`src/cst_pkg.sv`:
```
// ----------------------------------------------------------------------------
// cst_pkg
// Shared types, character constants and classifier functions for the
// C subset tokenizer.
// ----------------------------------------------------------------------------
package cst_pkg;

   localparam int NUMBER_WIDTH = 32;
   localparam int QUEUE_DEPTH  = 4;
   localparam int QUEUE_PTR_W  = $clog2(QUEUE_DEPTH);

   localparam logic [7:0] CH_ZERO       = 8'h30;
   localparam logic [7:0] CH_NINE       = 8'h39;
   localparam logic [7:0] CH_UNDERSCORE = 8'h5F;
   localparam logic [7:0] CH_QUOTE      = 8'h27;
   localparam logic [7:0] CH_DQUOTE     = 8'h22;
   localparam logic [7:0] CH_BACKSLASH  = 8'h5C;
   localparam logic [7:0] CH_SPACE      = 8'h20;

   typedef enum logic [2:0] {
      TOK_INT    = 3'd0,
      TOK_IDENT  = 3'd1,
      TOK_STRING = 3'd2,
      TOK_CHAR   = 3'd3,
      TOK_PUNCT  = 3'd4,
      TOK_END    = 3'd5,
      TOK_ERROR  = 3'd6
   } token_kind_type;

   typedef enum logic [2:0] {
      ERR_NONE         = 3'd0,
      ERR_UNEXPECTED   = 3'd1,
      ERR_BAD_CHAR     = 3'd2,
      ERR_UNTERM_CHAR  = 3'd3,
      ERR_UNTERM_STR   = 3'd4,
      ERR_UNTERM_ESC   = 3'd5
   } error_code_type;

   typedef struct packed {
      token_kind_type     kind;
      logic signed [31:0] value;
      logic               first;
      logic               last;
      logic               has_char;
      error_code_type     err;
   } result_type;

   typedef struct packed {
      logic       valid0;
      logic       valid1;
      result_type res0;
      result_type res1;
   } result_pair_type;

   function automatic result_type make_result(token_kind_type kind,
                                              logic signed [31:0] value,
                                              logic first, logic last,
                                              logic has_char,
                                              error_code_type err);
      result_type r;
      r.kind     = kind;
      r.value    = value;
      r.first    = first;
      r.last     = last;
      r.has_char = has_char;
      r.err      = err;
      return r;
   endfunction

   function automatic logic is_digit(logic [7:0] c);
      return (c >= CH_ZERO) && (c <= CH_NINE);
   endfunction

   function automatic logic is_alpha_us(logic [7:0] c);
      return (c >= 8'h61 && c <= 8'h7A) || (c >= 8'h41 && c <= 8'h5A) ||
             (c == CH_UNDERSCORE);
   endfunction

   function automatic logic is_space(logic [7:0] c);
      return (c == CH_SPACE) || (c >= 8'h09 && c <= 8'h0D);
   endfunction

   function automatic logic is_op_char(logic [7:0] c);
      logic p;
      case (c)
         8'h2F, 8'h3D, 8'h2A, 8'h2B, 8'h2D, 8'h28, 8'h29,
         8'h2C, 8'h3B, 8'h26, 8'h5B, 8'h5D, 8'h7B, 8'h7D: p = 1'b1;
         default:                                          p = 1'b0;
      endcase
      return p;
   endfunction

endpackage

```
`src/cst_stream_if.sv`:
```
// ----------------------------------------------------------------------------
// cst_req_if / cst_rsp_if
// Valid/ready channels for source bytes and tokens.
// ----------------------------------------------------------------------------
interface cst_req_if;
   logic       valid;
   logic       ready;
   logic       kind;
   logic [7:0] char_code;

   modport source (output valid, output kind, output char_code, input ready);
   modport sink   (input valid, input kind, input char_code, output ready);
endinterface

interface cst_rsp_if;
   logic               valid;
   logic               ready;
   logic [2:0]         token_kind;
   logic signed [31:0] token_value;
   logic               piece_first;
   logic               piece_last;
   logic               piece_has_char;
   logic [2:0]         error_code;

   modport source (output valid, output token_kind, output token_value,
                   output piece_first, output piece_last, output piece_has_char,
                   output error_code, input ready);
   modport sink   (input valid, input token_kind, input token_value,
                   input piece_first, input piece_last, input piece_has_char,
                   input error_code, output ready);
endinterface

```
`src/cst_lexer.sv`:
```
// ----------------------------------------------------------------------------
// cst_lexer
// Lexer state and the per-byte step: gives up to two tokens per word.
// ----------------------------------------------------------------------------
module cst_lexer
   import cst_pkg::*;
(
   input  logic            clock,
   input  logic            reset,
   input  logic            step_valid,
   input  logic            kind,
   input  logic [7:0]      char_code,
   output result_pair_type step_out
);

   typedef enum logic [3:0] {
      MODE_IDLE,
      MODE_NUM,
      MODE_IDENT,
      MODE_STR_START,
      MODE_STR,
      MODE_ESC_START,
      MODE_ESC,
      MODE_CHR_OPEN,
      MODE_CHR_ESC,
      MODE_CHR_CLOSE,
      MODE_HALT
   } mode_type;

   mode_type                  mode_ff, mode_in;
   logic [NUMBER_WIDTH-1:0]   acc_ff, acc_in;
   logic [7:0]                held_ff, held_in;

   // byte handled as a token start
   logic                      idle_valid;
   result_type                idle_res;
   mode_type                  idle_mode;
   logic                      idle_load;

   logic                      eof;
   logic signed [31:0]        chr_val;
   logic [NUMBER_WIDTH-1:0]   digit;
   logic [NUMBER_WIDTH-1:0]   acc_next;
   logic signed [31:0]        int_val;

   assign eof      = kind;
   assign chr_val  = {24'd0, char_code};
   assign digit    = NUMBER_WIDTH'(char_code[3:0]);
   assign acc_next = (acc_ff << 3) + (acc_ff << 1) + digit;
   assign int_val  = 32'(signed'(acc_ff));

   always_comb begin
      idle_valid = 1'b0;
      idle_res   = make_result(TOK_END, 32'sd0, 1'b0, 1'b0, 1'b0, ERR_NONE);
      idle_mode  = MODE_IDLE;
      idle_load  = 1'b0;
      if (eof) begin
         idle_valid = 1'b1;
      end else if (is_space(char_code)) begin
         idle_valid = 1'b0;
      end else if (is_digit(char_code)) begin
         idle_load = 1'b1;
         idle_mode = MODE_NUM;
      end else if (is_alpha_us(char_code)) begin
         idle_valid = 1'b1;
         idle_res   = make_result(TOK_IDENT, chr_val, 1'b1, 1'b0, 1'b1, ERR_NONE);
         idle_mode  = MODE_IDENT;
      end else if (char_code == CH_DQUOTE) begin
         idle_mode = MODE_STR_START;
      end else if (char_code == CH_QUOTE) begin
         idle_mode = MODE_CHR_OPEN;
      end else if (is_op_char(char_code)) begin
         idle_valid = 1'b1;
         idle_res   = make_result(TOK_PUNCT, chr_val, 1'b0, 1'b0, 1'b0, ERR_NONE);
      end else begin
         idle_valid = 1'b1;
         idle_res   = make_result(TOK_ERROR, chr_val, 1'b0, 1'b0, 1'b0,
                                  ERR_UNEXPECTED);
         idle_mode  = MODE_HALT;
      end
   end

   always_comb begin
      step_out.valid0 = 1'b0;
      step_out.valid1 = 1'b0;
      step_out.res0   = idle_res;
      step_out.res1   = idle_res;
      mode_in         = mode_ff;
      acc_in          = acc_ff;
      held_in         = held_ff;
      unique case (mode_ff)
         MODE_NUM: begin
            if (!eof && is_digit(char_code)) begin
               acc_in = acc_next;
            end else begin
               step_out.valid0 = 1'b1;
               step_out.res0   = make_result(TOK_INT, int_val, 1'b0, 1'b0, 1'b0,
                                             ERR_NONE);
               step_out.valid1 = idle_valid;
               mode_in         = idle_mode;
               if (idle_load) acc_in = digit;
            end
         end
         MODE_IDENT: begin
            step_out.valid0 = 1'b1;
            if (!eof && (is_alpha_us(char_code) || is_digit(char_code))) begin
               step_out.res0 = make_result(TOK_IDENT, chr_val, 1'b0, 1'b0, 1'b1,
                                           ERR_NONE);
            end else begin
               step_out.res0   = make_result(TOK_IDENT, 32'sd0, 1'b0, 1'b1, 1'b0,
                                             ERR_NONE);
               step_out.valid1 = idle_valid;
               mode_in         = idle_mode;
               if (idle_load) acc_in = digit;
            end
         end
         MODE_STR_START, MODE_STR: begin
            if (eof) begin
               step_out.valid0 = 1'b1;
               step_out.res0   = make_result(TOK_ERROR, 32'sd0, 1'b0, 1'b0, 1'b0,
                                             ERR_UNTERM_STR);
               mode_in         = MODE_HALT;
            end else if (char_code == CH_DQUOTE) begin
               step_out.valid0 = 1'b1;
               step_out.res0   = make_result(TOK_STRING, 32'sd0,
                                             mode_ff == MODE_STR_START, 1'b1, 1'b0,
                                             ERR_NONE);
               mode_in         = MODE_IDLE;
            end else if (char_code == CH_BACKSLASH) begin
               mode_in = (mode_ff == MODE_STR_START) ? MODE_ESC_START : MODE_ESC;
            end else begin
               step_out.valid0 = 1'b1;
               step_out.res0   = make_result(TOK_STRING, chr_val,
                                             mode_ff == MODE_STR_START, 1'b0, 1'b1,
                                             ERR_NONE);
               mode_in         = MODE_STR;
            end
         end
         MODE_ESC_START, MODE_ESC: begin
            step_out.valid0 = 1'b1;
            if (eof) begin
               step_out.res0 = make_result(TOK_ERROR, 32'sd0, 1'b0, 1'b0, 1'b0,
                                           ERR_UNTERM_ESC);
               mode_in       = MODE_HALT;
            end else begin
               step_out.res0 = make_result(TOK_STRING, chr_val,
                                           mode_ff == MODE_ESC_START, 1'b0, 1'b1,
                                           ERR_NONE);
               mode_in       = MODE_STR;
            end
         end
         MODE_CHR_OPEN, MODE_CHR_ESC: begin
            if (eof) begin
               step_out.valid0 = 1'b1;
               step_out.res0   = make_result(TOK_ERROR, 32'sd0, 1'b0, 1'b0, 1'b0,
                                             ERR_UNTERM_CHAR);
               mode_in         = MODE_HALT;
            end else if (mode_ff == MODE_CHR_OPEN && char_code == CH_BACKSLASH) begin
               mode_in = MODE_CHR_ESC;
            end else begin
               held_in = char_code;
               mode_in = MODE_CHR_CLOSE;
            end
         end
         MODE_CHR_CLOSE: begin
            step_out.valid0 = 1'b1;
            if (eof) begin
               step_out.res0 = make_result(TOK_ERROR, 32'sd0, 1'b0, 1'b0, 1'b0,
                                           ERR_UNTERM_CHAR);
               mode_in       = MODE_HALT;
            end else if (char_code == CH_QUOTE) begin
               step_out.res0 = make_result(TOK_CHAR, {24'd0, held_ff}, 1'b0, 1'b0,
                                           1'b0, ERR_NONE);
               mode_in       = MODE_IDLE;
            end else begin
               step_out.res0 = make_result(TOK_ERROR, chr_val, 1'b0, 1'b0, 1'b0,
                                           ERR_BAD_CHAR);
               mode_in       = MODE_HALT;
            end
         end
         MODE_HALT: begin
            mode_in = MODE_HALT;
         end
         default: begin
            step_out.valid0 = idle_valid;
            mode_in         = idle_mode;
            if (idle_load) acc_in = digit;
         end
      endcase
   end

   always_ff @(posedge clock) begin
      if (reset) begin
         mode_ff <= MODE_IDLE;
         acc_ff  <= '0;
         held_ff <= '0;
      end else if (step_valid) begin
         mode_ff <= mode_in;
         acc_ff  <= acc_in;
         held_ff <= held_in;
      end
   end

endmodule

```
`src/cst_result_queue.sv`:
```
// ----------------------------------------------------------------------------
// cst_result_queue
// Small token queue: takes up to two tokens per cycle, hands out one.
// ----------------------------------------------------------------------------
module cst_result_queue
   import cst_pkg::*;
(
   input  logic            clock,
   input  logic            reset,
   input  logic            push,
   input  result_pair_type push_data,
   input  logic            pop,
   output logic            has_room,
   output logic            head_valid,
   output result_type      head
);

   result_type                 entry_ff [QUEUE_DEPTH];
   logic [QUEUE_PTR_W-1:0]     wr_ff, wr_in;
   logic [QUEUE_PTR_W-1:0]     rd_ff, rd_in;
   logic [QUEUE_PTR_W:0]       count_ff, count_in;
   logic                       wr_a, wr_b;
   result_type                 data_a;
   logic                       do_pop;

   assign has_room   = count_ff <= (QUEUE_PTR_W+1)'(QUEUE_DEPTH - 2);
   assign head_valid = count_ff != '0;
   assign head       = entry_ff[rd_ff];
   assign do_pop     = pop && head_valid;

   // pack the tokens of one word into consecutive slots
   assign wr_a   = push && (push_data.valid0 || push_data.valid1);
   assign wr_b   = push && push_data.valid0 && push_data.valid1;
   assign data_a = push_data.valid0 ? push_data.res0 : push_data.res1;

   always_comb begin
      wr_in    = wr_ff + QUEUE_PTR_W'(wr_a) + QUEUE_PTR_W'(wr_b);
      rd_in    = rd_ff + QUEUE_PTR_W'(do_pop);
      count_in = count_ff + (QUEUE_PTR_W+1)'(wr_a) + (QUEUE_PTR_W+1)'(wr_b)
                 - (QUEUE_PTR_W+1)'(do_pop);
   end

   always_ff @(posedge clock) begin
      if (wr_a) entry_ff[wr_ff] <= data_a;
      if (wr_b) entry_ff[wr_ff + QUEUE_PTR_W'(1)] <= push_data.res1;
   end

   always_ff @(posedge clock) begin
      if (reset) begin
         wr_ff    <= '0;
         rd_ff    <= '0;
         count_ff <= '0;
      end else begin
         wr_ff    <= wr_in;
         rd_ff    <= rd_in;
         count_ff <= count_in;
      end
   end

endmodule

```
`src/c_subset_tokenizer_core.sv`:
```
// ----------------------------------------------------------------------------
// c_subset_tokenizer_core
// Byte-serial lexer for a small C subset.
// ----------------------------------------------------------------------------
// Usage:
//   req_chan carries one word per source byte (kind 0) or an end-of-input
//   marker (kind 1). rsp_chan carries one token per transfer: integers,
//   identifier/string pieces with first/last marks, char literals,
//   punctuation, end and error tokens.
//   A byte is accepted every cycle while two queue slots are free; its
//   tokens (zero, one or two) enter a four-entry queue in the same edge and
//   the first one is offered on rsp_chan the next cycle if no older
//   tokens wait. A word that closes a number or an identifier and also
//   gives a token of its own yields two tokens.
//   When the receiver stalls, the queue fills and req_chan.ready drops
//   once fewer than two slots remain.
//   Reset (synchronous) empties the queue and puts the lexer between tokens
//   with a zero accumulator. After an error token the lexer swallows every
//   further byte until reset.
// ----------------------------------------------------------------------------
module c_subset_tokenizer_core
   import cst_pkg::*;
(
   input  logic      clock,
   input  logic      reset,
   cst_req_if.sink   req_chan,
   cst_rsp_if.source rsp_chan
);

   logic            req_accept;
   logic            room;
   result_pair_type step_out;
   result_type      head;

   assign req_chan.ready = room;
   assign req_accept     = req_chan.valid && room;

   cst_lexer u_lexer (
      .clock      (clock),
      .reset      (reset),
      .step_valid (req_accept),
      .kind       (req_chan.kind),
      .char_code  (req_chan.char_code),
      .step_out   (step_out)
   );

   cst_result_queue u_queue (
      .clock      (clock),
      .reset      (reset),
      .push       (req_accept),
      .push_data  (step_out),
      .pop        (rsp_chan.ready),
      .has_room   (room),
      .head_valid (rsp_chan.valid),
      .head       (head)
   );

   assign rsp_chan.token_kind     = head.kind;
   assign rsp_chan.token_value    = head.value;
   assign rsp_chan.piece_first    = head.first;
   assign rsp_chan.piece_last     = head.last;
   assign rsp_chan.piece_has_char = head.has_char;
   assign rsp_chan.error_code     = head.err;

endmodule

```
`src/flat_wrapper.sv`:
```
// flat-port wrapper written by rule: the top's interface ports become plain ports
module c_subset_tokenizer_core_flat import cst_pkg::*;
  (clock, reset, req_chan_valid, req_chan_kind, req_chan_char_code, req_chan_ready, rsp_chan_valid, rsp_chan_token_kind, rsp_chan_token_value, rsp_chan_piece_first, rsp_chan_piece_last, rsp_chan_piece_has_char, rsp_chan_error_code, rsp_chan_ready);
  cst_req_if req_chan_i ();
  cst_rsp_if rsp_chan_i ();
  input  logic clock;
  input  logic reset;
  input wire logic [$bits(req_chan_i.valid)-1:0] req_chan_valid;
  input wire logic [$bits(req_chan_i.kind)-1:0] req_chan_kind;
  input wire logic [$bits(req_chan_i.char_code)-1:0] req_chan_char_code;
  output wire logic [$bits(req_chan_i.ready)-1:0] req_chan_ready;
  output wire logic [$bits(rsp_chan_i.valid)-1:0] rsp_chan_valid;
  output wire logic [$bits(rsp_chan_i.token_kind)-1:0] rsp_chan_token_kind;
  output wire logic [$bits(rsp_chan_i.token_value)-1:0] rsp_chan_token_value;
  output wire logic [$bits(rsp_chan_i.piece_first)-1:0] rsp_chan_piece_first;
  output wire logic [$bits(rsp_chan_i.piece_last)-1:0] rsp_chan_piece_last;
  output wire logic [$bits(rsp_chan_i.piece_has_char)-1:0] rsp_chan_piece_has_char;
  output wire logic [$bits(rsp_chan_i.error_code)-1:0] rsp_chan_error_code;
  input wire logic [$bits(rsp_chan_i.ready)-1:0] rsp_chan_ready;
  assign req_chan_i.valid = req_chan_valid;
  assign req_chan_i.kind = req_chan_kind;
  assign req_chan_i.char_code = req_chan_char_code;
  assign req_chan_ready = req_chan_i.ready;
  assign rsp_chan_valid = rsp_chan_i.valid;
  assign rsp_chan_token_kind = rsp_chan_i.token_kind;
  assign rsp_chan_token_value = rsp_chan_i.token_value;
  assign rsp_chan_piece_first = rsp_chan_i.piece_first;
  assign rsp_chan_piece_last = rsp_chan_i.piece_last;
  assign rsp_chan_piece_has_char = rsp_chan_i.piece_has_char;
  assign rsp_chan_error_code = rsp_chan_i.error_code;
  assign rsp_chan_i.ready = rsp_chan_ready;
  c_subset_tokenizer_core u_core (.clock(clock), .reset(reset), .req_chan(req_chan_i), .rsp_chan(rsp_chan_i));
endmodule
```
`config.mk`:
```
export PLATFORM = sky130hd
export DESIGN_NAME = c_subset_tokenizer_core_flat
export DESIGN_NICKNAME = d
export VERILOG_FILES = /design/src/cst_pkg.sv /design/src/cst_stream_if.sv /design/src/cst_lexer.sv /design/src/cst_result_queue.sv /design/src/c_subset_tokenizer_core.sv /design/src/flat_wrapper.sv
export SDC_FILE = /design/constraint.sdc
export NUM_CORES = 1
export LEC_CHECK = 0
export BUFFER_PORTS_ARGS = -buffer_cell sky130_fd_sc_hd__buf_4
export CORE_MARGIN = 2
export CORE_UTILIZATION = 55
export DETAILED_ROUTE_END_ITERATION = 12
export GPL_TIMING_DRIVEN = 0
export PLACE_DENSITY = 0.79
export SLEW_MARGIN = 10
export SYNTH_ARGS = -nofsm -noshare
export SYNTH_HDL_FRONTEND = slang
export SYNTH_HIERARCHICAL = 1
export SYNTH_SLANG_ARGS = --single-unit
```
`constraint.sdc`:
```
create_clock -name clock -period 4 [get_ports clock]
set_input_delay 0.2 -clock clock [delete_from_list [all_inputs] [get_ports clock]]
set_output_delay 0.2 -clock clock [all_outputs]
set_load 0.01 [all_outputs]
```
==> flow_summary.toml, run 1 <==
[global_route]
grt_pass1_wl_um = 51700
grt_max_degree = 42
grt_use_total_pct = 25.2
first_global_vias = 9505
grt_overflow_total = 0
grt_antenna_before_repair = 0

[power]
p_comb_share_pct = 37.5
leakage_nw = 5.96
p_sw_mw = 2.48
pwr-share-seq_pct = 38.3
power_density_nw_per_um2 = 529
swShare_pct = 31.0
p_int_mw = 5.51
p_clk_share_pct = 24.2
vdd_drop_max_v = 0.000373

[die]
initial_core_util_pct = 55.6
num_io_pins = 56
chipHeight_um = 160
std_cell_rows = 57
die-area_um2 = 25700
fp.dieW_um = 160
core_area_um2 = 24200

[critical_path]
path_max_fanout = 10
required_ps = 4390
worstPathArrival_ps = 4190
criticalPathCategory = "register to register"
end_kind = "register"
critPathLaunchType = "register"

[sta]
setup_violations = 0
setup_ws_ps = 195
rsz0062_at_grt = "no"
hold_violations = 0
finClkSkew_ps = 11.9
worstMarginPinSlew_ps = 754
fmax_mhz = 263
post-route-min-period_ps = 3810
slew_violations = 0
slew_headroom_pct = 49.8
fin_crit_sh_pct = 95.1

[cts]
clkLatencyLatePin_ps = 500
cts_htree_levels = 1
clkTransAtPathRegs_ps = 60
post_cts_buffers = 0
clockBufferDepth = 3
cts.sinks = 215
root_buffer = "clkbuf_16"
cts_tree = "yes"
cts_inserted_buffers = 22

[place]
place_congestion = 0.950
port_buffers = 53
pre_cts_ws_ps = -385
hpwl_um = 22900

[cells_and_area]
areaGrowthSynthToFinish_pct = 12.4
nets = 1321
n_antenna_cell = 0
drive_gt1_share_pct = 28.5
fin_util_pct = 62.5
fillers = 1861

[synthesis]
synth_area_per_cell_um2 = 11.8
ys_types = 81
yosysWarnings = 6
yosysMostFrequentCell = "edfxtp_1"
ys_top_cells_by_area = "edfxtp_1 37%, mux2_2 12%, dfxtp_1 7.6%"
yosys.area.top_type = "edfxtp_1"
netlist_area_um2 = 13400
yosysSeqAreaShare_pct = 44.2
synth_common_cells = "164 x edfxtp_1, 146 x mux2_2, 78 x nor2_1"
synth_top_cell_area_share_pct = 36.6
synth-seq-cells = 215
async_flop_share_pct = 0
synthFlopType = "edfxtp_1"
synth_edf_count = 164
syn_inst = 1137

[run]
cap_violations = 0

[status]
status = "completed"

[detailed_routing]
wl_um = 32300
viasPerCell = 6.02
vias = 9523
antenna_left = 0
first_pass_iters = 5
avgRoutedWirePerCell_um = 20.4
drt_iter0_markers = 785
drc = 0

[min_path]
min_path_type = "input pin to register"
through the flow:
stage | std cells | area [µm²] | total power [mW] | hold slack (ps) | setup TNS, ps
6_report | 1582 | 15100 | 7.99 | 59.2 | 0
5_1_grt | 1582 | 15100 | 8.33 | 76.1 | 0
4_1_cts | 1582 | 15100 | 8.01 | 44.2 | 0
3_5_place_dp | 1542 | 14400 | 6.06 | 441 | -5570
3_3_place_gp | 1540 | 14300 | 6.01 | 434 | -185870
2_1_floorplan | 1163 | 13500 | 5.05 | 272 | 0
placed cells by master (no fill, tap or decap), types with 12 or more instances in the layout:
cell type	n
mux2_2	146
xnor2_1	24
a22oi_1	18
ha_1	61
nor2_1	75
clkbuf_16	23
dfxtp_1	50
buf_4	87
nand3_1	14
mux4_2	41
mux2_1	19
edfxtp_1	164
clkbuf_1	35
a21oi_1	51
nor3_1	19
conb_1	27
and2_1	33
o21ai_0	56
nand2_1	77
inv_1	22
buf_2	12
buf_6	12
cells by family (layout without fill, tap and decap cells):
logic type | count (synthesis) | count (layout) | share of synthesized area, %
simple gates | 285 | 285 | 10.5
flops | 215 | 215 | 44.2
mux | 213 | 213 | 21.2
compound gates | 209 | 209 | 10.6
buf+inv | 117 | 212 | 5.01
fa+ha+maj | 66 | 66 | 6.42
xor+xnor | 31 | 31 | 2.02
other cells | 1 | 27 | 0.0279
what timing repair did:
item	in CTS	in global routing
hold endpoints to repair	7	0
gates resized for setup	5	6
endpoints found under the setup margin	73	2
hold buffers	1	0
critical path: stages (launching register included):
cell,delay (ps)
dfxtp_1,340
clkbuf_1,270
nor2_4,250
nand2_1,120
clkbuf_2,250
nor2_4,230
inv_1,60
a22oi_1,280
clkbuf_4,320
o21ai_0,160
ha_1,350
inv_1,50
fa_1,400
fa_1,460
nor2b_1,140
final cells by class:
| class | count | area, µm² | share of cell area (%) |
|---|---|---|---|
| sequential | 215 | 5950 | 39.4 |
| inverter | 24 | 90.1 | 0.596 |
| clock buffer | 30 | 602 | 3.98 |
| multi-input combinational | 831 | 6970 | 46.1 |
| clock inverter | 10 | 67.6 | 0.447 |
| buffer | 92 | 584 | 3.87 |
| tap | 324 | 405 | 2.68 |
| timing repair buffer | 56 | 448 | 2.96 |
final timing paths:
kind	start	to	slack, ps	cells past startpoint
worst min-delay path	req_chan_char_code[7]	u_core/u_lexer/held_ff[7]	60	3
worst max register to register	u_core/u_lexer/mode_ff[2]	u_core/u_queue/count_ff[1]	190	14
worst min register to register	u_core/u_lexer/acc_ff[31]	u_core/u_lexer/acc_ff[31]	470	2
worst max-delay path	u_core/u_lexer/mode_ff[2]	u_core/u_queue/count_ff[1]	190	14
state kept, by name, summed over array words and instances, names as in the netlist:
register                 count
u_core/u_queue/wr_ff         2
u_core/u_lexer/acc_ff       32
u_core/u_lexer/held_ff       8
u_core/u_queue/entry_ff    164
u_core/u_queue/count_ff      3
u_core/u_queue/rd_ff         2
u_core/u_lexer/mode_ff       4
per-layer routing:
layer / vias up / GRT usage, % / part of all wire (%)
li1: 4468 / - / -
met1: 4614 / 35.6 / 44
met2: 391 / 41.5 / 47
met3: 50 / 2.97 / 6.6
met4: 0 / 7.04 / 2.2
met5: - / 0 / 0
power by group through the flow:
stage          combinational (mW)  clock [mW]  sequential, mW
2_1_floorplan                1.98           0            3.07
3_3_place_gp                 2.90           0            3.11
3_5_place_dp                 2.96           0            3.10
4_1_cts                      2.99        1.96            3.06
5_1_grt                      3.19        2.04            3.09
6_report                     3.00        1.93            3.06
(Power assumes the default switching activity.)
==> run 2, diff against run 1 <==
--- a/config.mk
+++ b/config.mk
@@ -5,7 +5,7 @@
 export SDC_FILE = /design/constraint.sdc
 export NUM_CORES = 1
 export LEC_CHECK = 0
-export BUFFER_PORTS_ARGS = -buffer_cell sky130_fd_sc_hd__buf_4
+export BUFFER_PORTS_ARGS = -buffer_cell sky130_fd_sc_hd__buf_2
 export CORE_MARGIN = 2
 export CORE_UTILIZATION = 55
 export DETAILED_ROUTE_END_ITERATION = 12
==> flow_summary.toml, run 2 (synthesis results as in run 1) <==
[status]
status = "completed"

[critical_path]
ff2ff_path_depth = 15
r2r-start = "u_core/u_lexer/mode_ff[2]"
rrSetupSlack_ps = 290
end_kind = "register"
critPathLaunchType = "register"
path_max_fanout = 10
criticalPathCategory = "register to register"
r2r-end = "u_core/u_queue/count_ff[2]"
worstPathArrival_ps = 4110
required_ps = 4400

[cts]
cts_htree_levels = 1
post_cts_buffers = 0
clkLatencyLatePin_ps = 520
cts.sinks = 215
clockBufferDepth = 3
clkTransAtPathRegs_ps = 60
root_buffer = "clkbuf_16"
cts_tree = "yes"
cts_inserted_buffers = 23

[sta]
hold_violations = 0
finClkSkew_ps = 17.3
hold_ws_ps = 106
rsz0062_at_grt = "no"
setup_tns_ps = 0
setup_ws_ps = 289
slew_headroom_pct = 43.9
fmax_mhz = 269
setup_violations = 0
worstMarginPinSlew_ps = 835
post-route-min-period_ps = 3710
slew_violations = 0
fin_crit_sh_pct = 92.8

[detailed_routing]
antenna_left = 0
avgRoutedWirePerCell_um = 20.8
wl_um = 32900
vias = 9605
viasPerCell = 6.06
drt_iter0_markers = 832
first_pass_iters = 6
drc = 0

[global_route]
grt_antenna_before_repair = 0
grt_pass1_wl_um = 52000
first_global_vias = 9532
grt_use_total_pct = 25.5
grt_overflow_total = 0
grt_max_degree = 42

[die]
chipHeight_um = 160
num_io_pins = 56
core_area_um2 = 24200
initial_core_util_pct = 55.6
die-area_um2 = 25700
fp.dieW_um = 160
std_cell_rows = 57

[cells_and_area]
drive_gt1_share_pct = 29.4
fillers = 1857
largest_reg_flops = 164
multi_input_area_um2 = 6970
final_common_cell = "edfxtp_1"
seq_area_um2 = 5950
nets = 1322
n_antenna_cell = 0
largestRegisters = "u_core/u_queue/entry_ff (164), u_core/u_lexer/acc_ff (32), u_core/u_lexer/held_ff (8)"
finalInstanceArea_um2 = 15100
layout_common_cells = "164 x edfxtp_1, 146 x mux2_2, 77 x nand2_1"
areaGrowthSynthToFinish_pct = 12.1
top_register = "u_core/u_queue/entry_ff"

[min_path]
min_from = "req_chan_char_code[7]"
hold_end = "u_core/u_lexer/held_ff[7]"
min_path_type = "input pin to register"
min_delay_path_depth = 3

[power]
vdd_drop_max_v = 0.000352
power_density_nw_per_um2 = 536
p_total_mw = 8.08
leakage_nw = 5.97

[place]
placedInstanceArea_um2 = 14300
port_buffers = 53
place_congestion = 0.943
hpwl_um = 22800
pre_cts_ws_ps = -411

[run]
cap_violations = 0
run 2: area by class of cell:
cell class | instances | share of cell area (%)
Timing Repair Buffer | 56 | 2.09
Clock inverter | 14 | 1.06
Inverter | 24 | 0.598
Multi-Input combinational cell | 831 | 46.2
Buffer | 92 | 3.88
Tap cell | 324 | 2.69
Clock buffer | 28 | 4.01
Sequential cell | 215 | 39.5
run 2: worst max path at each step:
| stage | from | end | slack [ps] | depth (start not counted) |
|---|---|---|---|---|
| after floorplan | req_chan_char_code[2] | u_core/u_queue/entry_ff[2][0] | 420 | 10 |
| after detailed placement | u_core/u_lexer/mode_ff[0] | u_core/u_queue/count_ff[2] | -410 | 16 |
| final | u_core/u_lexer/mode_ff[2] | u_core/u_queue/count_ff[2] | 290 | 15 |
| after global routing | u_core/u_lexer/mode_ff[0] | u_core/u_queue/count_ff[2] | 30 | 15 |
| after global placement | u_core/u_lexer/mode_ff[0] | u_core/u_queue/entry_ff[3][22] | -1120 | 12 |
| after CTS | u_core/u_lexer/mode_ff[0] | u_core/u_queue/count_ff[2] | 70 | 15 |
run 2: critical path, cell delays in order (launching register included):
cell	delay, ps
dfxtp_1	340
clkbuf_1	270
nor2_4	260
nand2_1	100
clkbuf_2	240
nor2_4	230
inv_1	60
a22oi_1	260
buf_4	260
o21ai_0	140
ha_1	340
inv_1	50
fa_1	410
fa_1	430
xor2_1	150
nor2_1	50
run 2: what timing repair did:
action                                  CTS  global route
endpoints found under the setup margin   55             2
endpoints found under the hold margin     7             0
hold buffers                              1             0
resized for setup                         5             7
pin swaps                                 0             0
run 2: power breakdown:
| part | internal (mW) | switching [mW] |
|---|---|---|
| Clock | 1.28 | 0.884 |
| Sequential | 2.95 | 0.111 |
| Combinational | 1.30 | 1.56 |
| Total | 5.53 | 2.55 |
run 2: stage by stage:
stage,utilization [%],instances
global placement,58.8,1540
detailed placement,59.1,1542
global route,62.4,1584
CTS,62.3,1584
floorplan,-,1163
finish,62.4,1584
run 2: per-layer routing:
layer  part of all wire (%)  track usage (%)  up-vias
li1                       -                -     4464
met1                     44             35.9     4673
met2                     46             40.8      400
met3                    6.9             3.98       68
met4                    2.8             8.31        0
met5                      0                0        -
==> run 3, diff against run 2 <==
--- a/config.mk
+++ b/config.mk
@@ -5,14 +5,14 @@
 export SDC_FILE = /design/constraint.sdc
 export NUM_CORES = 1
 export LEC_CHECK = 0
+export ABC_AREA = 1
 export BUFFER_PORTS_ARGS = -buffer_cell sky130_fd_sc_hd__buf_2
 export CORE_MARGIN = 2
-export CORE_UTILIZATION = 55
+export CORE_UTILIZATION = 50
 export DETAILED_ROUTE_END_ITERATION = 12
 export GPL_TIMING_DRIVEN = 0
-export PLACE_DENSITY = 0.79
+export PLACE_DENSITY = 0.74
 export SLEW_MARGIN = 10
 export SYNTH_ARGS = -nofsm -noshare
 export SYNTH_HDL_FRONTEND = slang
-export SYNTH_HIERARCHICAL = 1
 export SYNTH_SLANG_ARGS = --single-unit
==> flow_summary.toml, run 3 <==
[status]
status = "completed"

[die]
fp.dieW_um = 171
die-area_um2 = 29200
num_io_pins = 56
std_cell_rows = 61
chipHeight_um = 171
initial_core_util_pct = 50.4
core_area_um2 = 27600

[run]
cap_violations = 0

[global_route]
busiest_layer = "met2"
grt_antenna_before_repair = 0
use_met1_pct = 41.0
grt_use_total_pct = 30.5
grt_use_met3_pct = 3.70
grtUsageMet2_pct = 51.2
grt_pass1_wl_um = 70300
grt_overflow_total = 0
first_global_vias = 13400
grt_max_degree = 15

[detailed_routing]
first_pass_iters = 6
wl_um = 44400
drc = 0
drt_iter0_markers = 1491
avgRoutedWirePerCell_um = 16.8
vias = 14200
viasPerCell = 5.34
antenna_left = 0

[cts]
clkLatencyLatePin_ps = 520
cts.sinks = 215
cts_tree = "yes"
clockBufferDepth = 3
cts_htree_levels = 1
cts_inserted_buffers = 25
cts_hold_buf = 0
clkTransAtPathRegs_ps = 60
cts_resized = 0
post_cts_buffers = 0
root_buffer = "clkbuf_16"

[synthesis]
yosysMostFrequentCell = "nand2_1"
yosysSeqAreaShare_pct = 34.9
yosys.area.top_type = "dfxtp_1"
synth_common_cells = "707 x nand2_1, 354 x nor2_1, 252 x inv_1"
synth_edf_count = 56
synthesis.nets = 2251
ys_types = 45
synth_area_per_cell_um2 = 6.41
ys_top_cells_by_area = "dfxtp_1 23%, nand2_1 19%, edfxtp_1 12%"
yosysWarnings = 0
async_flop_share_pct = 0
synth-seq-cells = 215
syn_inst = 2172
netlist_area_um2 = 13900
synth_top_cell_area_share_pct = 22.8
synthFlopType = "dfxtp_1"

[cells_and_area]
seq_area_um2 = 4860
areaGrowthSynthToFinish_pct = 12.0
largestRegisters = "u_core.u_queue.entry_ff (164), u_core.u_lexer.acc_ff (32), u_core.u_lexer.held_ff (8)"
final_common_cell = "nand2_1"
fillers = 2745
largest_reg_flops = 164
drive_gt1_share_pct = 8.54
multi_input_area_um2 = 7580
n_antenna_cell = 0
layout_common_cells = "707 x nand2_1, 354 x nor2_1, 252 x inv_1"
top_register = "u_core.u_queue.entry_ff"
fin_util_pct = 56.5
nets = 2333

[sta]
hold_violations = 0
fin_crit_sh_pct = 80.9
setup_tns_ps = 0
fmax_mhz = 309
finClkSkew_ps = 15.9
worstMarginPinSlew_ps = 1080
slew_headroom_pct = 27.2
slew_violations = 0
rsz0062_at_grt = "no"
setup_violations = 0
post-route-min-period_ps = 3240

[place]
port_buffers = 55
place_congestion = 0.975
hpwl_um = 33100

[critical_path]
slowest_stage = "dfxtp_1"
path_max_fanout = 6
required_ps = 4380
worst_path_most_repeated_cell = "nor2_1"
crit_chain = "inv_2, nor2_1, inv_2, nor2_1, nor2_1, nand3_2, nor2_4, nand2_4, nand2_1, ha_1, inv_1, fa_1, fa_1, xor2_1, nor2_1"
critPathLaunchType = "register"
worstPathArrival_ps = 3620
criticalPathCategory = "register to register"
cp_slowest_stage_delay_ps = 440
end_kind = "register"

[min_path]
min_path_type = "input pin to register"

[power]
vdd_drop_max_v = 0.000330
power_density_nw_per_um2 = 622
leakage_nw = 8.77
-- run 3: layout make-up --
class	count	area share, %
Multi-Input combinational cell	1604	48.5
Timing Repair Buffer	55	1.76
Clock buffer	27	4.18
Tap cell	378	3.03
Inverter	273	6.56
Buffer	80	2.97
Sequential cell	215	31.2
Clock inverter	18	1.77
-- run 3: path summary, 6_finish.rpt --
path,cells after the start,start,slack (ps),endpoint
max,15,u_core.u_lexer.mode_ff[3],760,u_core.u_queue.count_ff[2]
min,3,req_chan_char_code[7],50,u_core.u_lexer.held_ff[7]
max reg2reg,15,u_core.u_lexer.mode_ff[3],760,u_core.u_queue.count_ff[2]
min reg2reg,2,u_core.u_lexer.acc_ff[31],490,u_core.u_lexer.acc_ff[31]
-- run 3: per-stage QoR --
stage / std cells / power [mW] / instance area, µm² / setup slack, ps / hold WS (ps)
final: 2650 / 9.71 / 15600 / 764 / 54.9
after global routing: 2650 / 10.4 / 15600 / 531 / 65.6
after global placement: 2605 / 6.96 / 14700 / 834 / 460
after CTS: 2650 / 9.67 / 15600 / 805 / 34.3
after detailed placement: 2605 / 7.08 / 14700 / 790 / 483
after floorplan: 2172 / 5.89 / 13900 / 1230 / 360
-- run 3: logic make-up (layout without fill, tap and decap cells) --
logic type	after synthesis	in the layout	share of synthesized area (%)
and+or+nand+nor	1214	1214	35.5
buffers and inverters	353	453	10.7
AOI/OAI and AO/OA	309	309	11.7
DFF	215	215	34.9
adders and majority gates	66	66	6.20
xor gates and xnor gates	15	15	0.943
-- run 3: worst max-delay path: cells and delay by family (launching register included) --
family,cells,cell delay [ps]
xor+xnor,1,140
simple gates,8,1180
fa+ha+maj,3,1170
flops,1,440
buf+inv,3,190
-- run 3: per-layer routing --
| layer | share of wire (%) | wire [µm] |
|---|---|---|
| met5 | 0 | 0 |
| met4 | 2.8 | 1230 |
| met3 | 7.5 | 3340 |
| met2 | 46 | 20400 |
| met1 | 44 | 19500 |
-- run 3: where the power goes --
group	leakage [nW]	total, mW	internal, mW	switching [mW]
Combinational	6.46	3.85	1.28	2.57
Sequential	1.86	3.27	2.97	0.300
Clock	0.446	2.58	1.63	0.949
Total	8.77	9.71	5.89	3.82
